[src/rtl/scta_pkg.sv]
// shared constants, types and helper functions for the tile allocator
// no dependencies
package scta_pkg;

	localparam int ATLAS_SIZE    = 2048;
	localparam int MIN_TILE_SIZE = 128;
	localparam int MAX_LAYERS    = 8;
	localparam int ID_COUNT      = 256;
	localparam int SIZE_CLASSES  = 5;

	localparam int SIDE0       = ATLAS_SIZE / MIN_TILE_SIZE;
	localparam int MIN_SHIFT   = $clog2(MIN_TILE_SIZE);
	localparam int COORD_W     = $clog2(SIDE0);
	localparam int CLS_W       = 3;
	localparam int CNT_W       = 12;
	localparam int ADDR_W      = 12;
	localparam int STORE_DEPTH = 2728;
	localparam int LAYER_W     = 3;
	localparam int LCNT_W      = $clog2(MAX_LAYERS + 1);
	localparam int POS_W       = 11;
	localparam int ID_W        = 8;
	localparam int DIM_W       = 12;

	typedef logic [ADDR_W-1:0] addr_t;
	typedef logic [CNT_W-1:0]  cnt_t;

	typedef struct packed {
		logic [LAYER_W-1:0] layer;
		logic [POS_W-1:0]   x;
		logic [POS_W-1:0]   y;
	} tile_t;

	typedef struct packed {
		tile_t            tile;
		logic [CLS_W-1:0] cls;
	} id_ent_t;

	typedef enum logic [1:0] {
		CMD_REGISTER   = 2'd0,
		CMD_UNREGISTER = 2'd1,
		CMD_CLEAR      = 2'd2
	} cmd_t;

	typedef enum logic [2:0] {
		ST_OK         = 3'd0,
		ST_ID_USED    = 3'd1,
		ST_TOO_LARGE  = 3'd2,
		ST_ID_UNKNOWN = 3'd3,
		ST_NO_LAYER   = 3'd4
	} stat_t;

	typedef enum logic [2:0] {
		S_IDLE,
		S_ACCESS,
		S_DECIDE,
		S_FILL,
		S_POP,
		S_POP_WR,
		S_DONE
	} state_t;

	typedef struct packed {
		logic capture;
		logic classify;
		logic decide;
		logic fill_step;
		logic pop_rd;
		logic pop_wr;
		logic deliver;
	} ctrl_t;

	typedef struct packed {
		logic go_fill;
		logic go_pop;
		logic fill_last;
		logic out_free;
	} dstat_t;

	// list capacity of a class over all layers: tile count drops by a factor of four per class
	function automatic cnt_t cls_cap(input logic [CLS_W-1:0] c);
		return cnt_t'((SIDE0 * SIDE0 * MAX_LAYERS) >> (2 * int'(c)));
	endfunction

	// start of a class region in the free tile store
	function automatic addr_t cls_base(input logic [CLS_W-1:0] c);
		int b;
		int n;
		b = 0;
		for (int k = 0; k < SIZE_CLASSES; k++) begin
			n = SIDE0 >> k;
			if (k < int'(c))
				b = b + n * n * MAX_LAYERS;
		end
		return addr_t'(b);
	endfunction

endpackage

[src/rtl/scta_ctrl.sv]
// controller state machine for the tile allocator
// depends on scta_pkg
module scta_ctrl (
	input  logic               clk,
	input  logic               arst_n,
	input  logic               req_valid,
	output logic               req_stall,
	input  scta_pkg::dstat_t   dstat,
	output scta_pkg::ctrl_t    ctrl
);

	scta_pkg::state_t state_q, state_nxt;

	always_ff @(posedge clk or negedge arst_n) begin
		if (!arst_n)
			state_q <= scta_pkg::S_IDLE;
		else
			state_q <= state_nxt;
	end

	always_comb begin
		state_nxt = state_q;
		case (state_q)
			scta_pkg::S_IDLE:   if (req_valid) state_nxt = scta_pkg::S_ACCESS;
			scta_pkg::S_ACCESS: state_nxt = scta_pkg::S_DECIDE;
			scta_pkg::S_DECIDE: begin
				if (dstat.go_fill)
					state_nxt = scta_pkg::S_FILL;
				else if (dstat.go_pop)
					state_nxt = scta_pkg::S_POP;
				else
					state_nxt = scta_pkg::S_DONE;
			end
			scta_pkg::S_FILL:   if (dstat.fill_last) state_nxt = scta_pkg::S_POP;
			scta_pkg::S_POP:    state_nxt = scta_pkg::S_POP_WR;
			scta_pkg::S_POP_WR: state_nxt = scta_pkg::S_DONE;
			scta_pkg::S_DONE:   if (dstat.out_free) state_nxt = scta_pkg::S_IDLE;
			default:            state_nxt = scta_pkg::S_IDLE;
		endcase
	end

	always_comb begin
		ctrl = '0;
		req_stall = 1'b1;
		case (state_q)
			scta_pkg::S_IDLE: begin
				req_stall = 1'b0;
				ctrl.capture = req_valid;
			end
			scta_pkg::S_ACCESS: ctrl.classify = 1'b1;
			scta_pkg::S_DECIDE: ctrl.decide = 1'b1;
			scta_pkg::S_FILL:   ctrl.fill_step = 1'b1;
			scta_pkg::S_POP:    ctrl.pop_rd = 1'b1;
			scta_pkg::S_POP_WR: ctrl.pop_wr = 1'b1;
			scta_pkg::S_DONE:   ctrl.deliver = dstat.out_free;
			default:            req_stall = 1'b1;
		endcase
	end

endmodule

[config.mk]
export PLATFORM = sky130hd
export DESIGN_NAME = scta_ctrl
export DESIGN_NICKNAME = d
export VERILOG_FILES = /design/src/rtl/scta_pkg.sv /design/src/rtl/scta_ctrl.sv
export SDC_FILE = /design/constraint.sdc
export NUM_CORES = 1
export LEC_CHECK = 0
export ABC_AREA = 1
export BUFFER_PORTS_ARGS = -buffer_cell sky130_fd_sc_hd__buf_2
export CAP_MARGIN = 20
export CORE_AREA = 2 2 39 41
export CTS_BUF_LIST = sky130_fd_sc_hd__clkbuf_2 sky130_fd_sc_hd__clkbuf_4 sky130_fd_sc_hd__clkbuf_8
export CTS_CLUSTER_SIZE = 40
export DETAILED_ROUTE_END_ITERATION = 10
export DIE_AREA = 0 0 41 43
export GPL_ROUTABILITY_DRIVEN = 0
export HOLD_SLACK_MARGIN = 0.08
export PLACE_DENSITY = 0.47
export RECOVER_POWER = 100
export SYNTH_ARGS = -nofsm -noshare
export SYNTH_HDL_FRONTEND = slang
export SYNTH_SLANG_ARGS = --single-unit
[constraint.sdc]
create_clock -name clk -period 0.9 [get_ports clk]
set_input_delay 0.135 -clock clk [delete_from_list [all_inputs] [get_ports clk]]
set_output_delay 0.135 -clock clk [all_outputs]
set_load 0.01 [all_outputs]
# Word level (Yosys, flattened, before mapping)
# Index checks and enable logic that the tools add are counted.
# W data, S select, Z words.
word_totals:
  wordCells: 26
  output_inout_bits: 8
  regBits: 3
classes:
  reduce_logical: 2
  n_eq_ne: 9
  n_mux: 14
op_table:
  columns: ["cell", "n"]
  rows:
  - ["$pmux W3 S7", 1]
  - ["$mux W3", 4]
  - ["$eq A3 B3 Y1 const B", 3]
  - ["$mux W1", 8]
  - ["$eq A3 B2 Y1 const B", 2]
  - ["$ne A2 B2 Y1 const B", 3]
  - ["$eq A3 B1 Y1 const B", 1]
  - ["$logic_not A3 Y1", 1]
  - ["$reduce_and A3 Y1", 1]
  - ["$mux W2", 1]

# Logic depth before layout (Yosys ltp)
depth:
  ltp_word: 3
  mapped_depth: 6

# Worst setup path before layout
# No wires, ideal clock.
synth_path:
  kind: "reg-to-output"
  startpoint: "register state_q[1]"
  endpoint: "output ctrl[0] in the netlist's numbering"
  slack_ps: -153
  t_arrival_ps: 918
  stages_incl_launch_ff: 3
  path_cell_list: "dfrtp_1 > inv_1 > nor4_1"
synth_lines:
  columns: ["element", "line_no", "text"]
  rows:
  - ["from (decl)", "scta_ctrl.sv:12", "scta_pkg::state_t state_q, state_nxt;"]
  - ["from (signal assigned)", "scta_ctrl.sv:16", "state_q <= scta_pkg::S_IDLE;"]
  - ["from (signal assigned)", "scta_ctrl.sv:18", "state_q <= state_nxt;"]
  - ["to (decl)", "scta_ctrl.sv:9", "output scta_pkg::ctrl_t ctrl"]

==> results.tsv <==
stage	metric	value	unit
run_status	status	finished, violations left	
run_status	violations	setup timing	
sta	slew_violations	0	
sta	timing.max_slew.rel_slack	88.0	%
logic_synthesis	yosysWarnings	0	
critical_path	required	760	ps
critical_path	rrSetupSlack	-220	ps
logic_synthesis	synth_edf_count	0	
sta	finClkSkew	1.69	ps
die	die_area	1760	um2
layout	largest_register_ff_count	3	
die	design.core.area	1380	um2
cts	cts_made_buffers	3	
critical_path	r2r_cells	5	
logic_synthesis	synthFlopType	dfrtp_1	
grt	grt.overflow.total	0	
critical_path	slowest_delay	450	ps
grt	grt_util_all_layers	11.8	%
logic_synthesis	yosys.area.top_type	dfrtp_1	
die	rows	14	
logic_synthesis	syn_nets	47	
routing	wirelength	851	um
sta	fin_crit_sh	139	%
logic_synthesis	synth_common_cells	inv_1, nand2_1, nor2_1	
grt	grt_pass1_wl	1360	um
critical_path	regToRegEndpoint	state_q[0]	
critical_path	cp_top_family	flip-flops	
sta	setup_tns	-3060	ps
logic_synthesis	ys_ff_latch	3	
logic_synthesis	synth_top_area_share	31.4	%
sta	setup_viol	11	
grt	grt_antenna_before_repair	0	
critical_path	cp_num_buf_inv	1	
sta	worstMarginPinSlew	178	ps
grt	first_global_vias	357	
routing	via_per_inst	4.31	
cts	clk_path_buf_depth	2	
layout	final_nets	78	
die	die_w	41	um
routing	drt_iter0_drc	4	
power_and_ir_drop	ir_worst_vdd	1360	uV
power_and_ir_drop	total_power	1.98	mW
critical_path	startpoint_type	register	
sta	fmax	0.801	GHz
power_and_ir_drop	power_leakage	0.287	nW
logic_synthesis	synth_cell_types	12	
sta	setup_ws	-349	ps
placed_design	dpl.hpwl	605	um
routing	vias	371	
layout	areaGrowthSynthToFinish	128	%
layout	drive_above_1_share	72.9	%
placed_design	place_ws	-223	ps
routing	routedWlPerCell	9.90	um
critical_path	crit_fanout	4	
placed_design	place_area	403	um2
sta	rsz0062_at_grt	true	
die	die_y	43	um
cts	path_clk_slew	40	ps
layout	design_area	544	um2
critical_path	cp_cell_sequence	nor4_4, buf_2	
layout	fin_util	39.3	%
routing	drc	0	
die	ios	15	
placed_design	port_buffers	14	
logic_synthesis	synth_area_leaders	dfrtp_1, inv_1, nand2_1	
critical_path	crit_path_end_kind	output port	
routing	ant_nets	0	
logic_synthesis	synthCells	40	
routing	dr.pass1.iters	2	
power_and_ir_drop	power.density	3630	nW/um2
sta	period_minus_slack	1250	ps
flow_run	cap_violations	0	
logic_synthesis	ys_async_sr_fraction	100	%
cts	cts-root-buf	clkbuf_4	
cts	cts_tree	done	
worst_hold_path	hold_path.class	in -> async	
critical_path	cp_data_arrival_time	1110	ps
logic_synthesis	ys_seq_area_share	31.4	%
critical_path	r2r-start	state_q[0]	
critical_path	critPathKind	reg -> out	
sta	final_hold_viol_count	0	
cts	clk_latency	230	ps
critical_path	crit_path_top_delay_cell	dfrtp_2	
logic_synthesis	syn-cell-area	239	um2
layout	largestRegisters	state_q (3)	
sta	holdWs	240	ps
cts	htree_levels	1	
logic_synthesis	avgSynthCellArea	5.97	um2
layout	final_cells	86	
die	start_util	17.3	%
layout	top_register	state_q	
cts	cts_sinks	3	
placed_design	placed_cells_incl_taps	74	
grt	grt_start_max_net_pins	7	
layout	insertedDiodeCount	0	
cells by family (layout without fill, tap and decap cells):
family | count (synthesis) | count (layout) | synth area share, %
AOI/OAI and AO/OA | 2 | 2 | 4.18
and+or+nand+nor | 25 | 25 | 48.7
buffers and inverters | 10 | 40 | 15.7
DFF | 3 | 3 | 31.4
area by class of cell:
cell class | count | area [um2]
inverter | 10 | 40.0
clock buffer | 4 | 30.0
timing repair buffer | 26 | 195
sequential | 3 | 78.8
tap | 16 | 20.0
fill | 155 | 840
multi-input combinational | 27 | 180
timing repair:
item	CTS	global route
hold buffers	1	0
pin swaps	1	6
resized for setup	14	3
buffers inserted	6	1
endpoints found under the setup margin	11	11
endpoints found under the hold margin	3	0
report_power, final:
| group | switching (mW) | total, mW | leakage [nW] | internal (mW) |
|---|---|---|---|---|
| Sequential | 0.152 | 0.371 | 0.0333 | 0.219 |
| Clock | 0.0668 | 0.263 | 0.0184 | 0.196 |
| Combinational | 0.651 | 1.34 | 0.235 | 0.694 |
| Total | 0.869 | 1.98 | 0.287 | 1.11 |
layout by cell type (no fill, tap or decap), drive strengths merged, types with 2 or more instances in the layout:
cell    count
nand2      10
nand4       3
nand3       2
dfrtp       3
clkbuf      5
buf        24
inv        10
nor2        9
layer usage:
layer,GRT usage [%],vias to the layer above,wire length (um)
met5,0,-,0
met4,8.00,0,0
met3,3.14,0,48
met2,19.4,10,493
met1,11.9,177,309
li1,-,184,-
worst max-delay path by stage:
stage,start,endpoint,slack (ps),cells past startpoint
floorplan,state_q[0],ctrl[6],-60,3
global placement,state_q[1],ctrl[0],-190,3
detailed placement,state_q[1],ctrl[0],-220,3
CTS,state_q[0],ctrl[0],-380,2
global route,state_q[0],ctrl[1],-400,5
finish,state_q[0],ctrl[0],-350,2
Power figures use the tool's default switching activity.
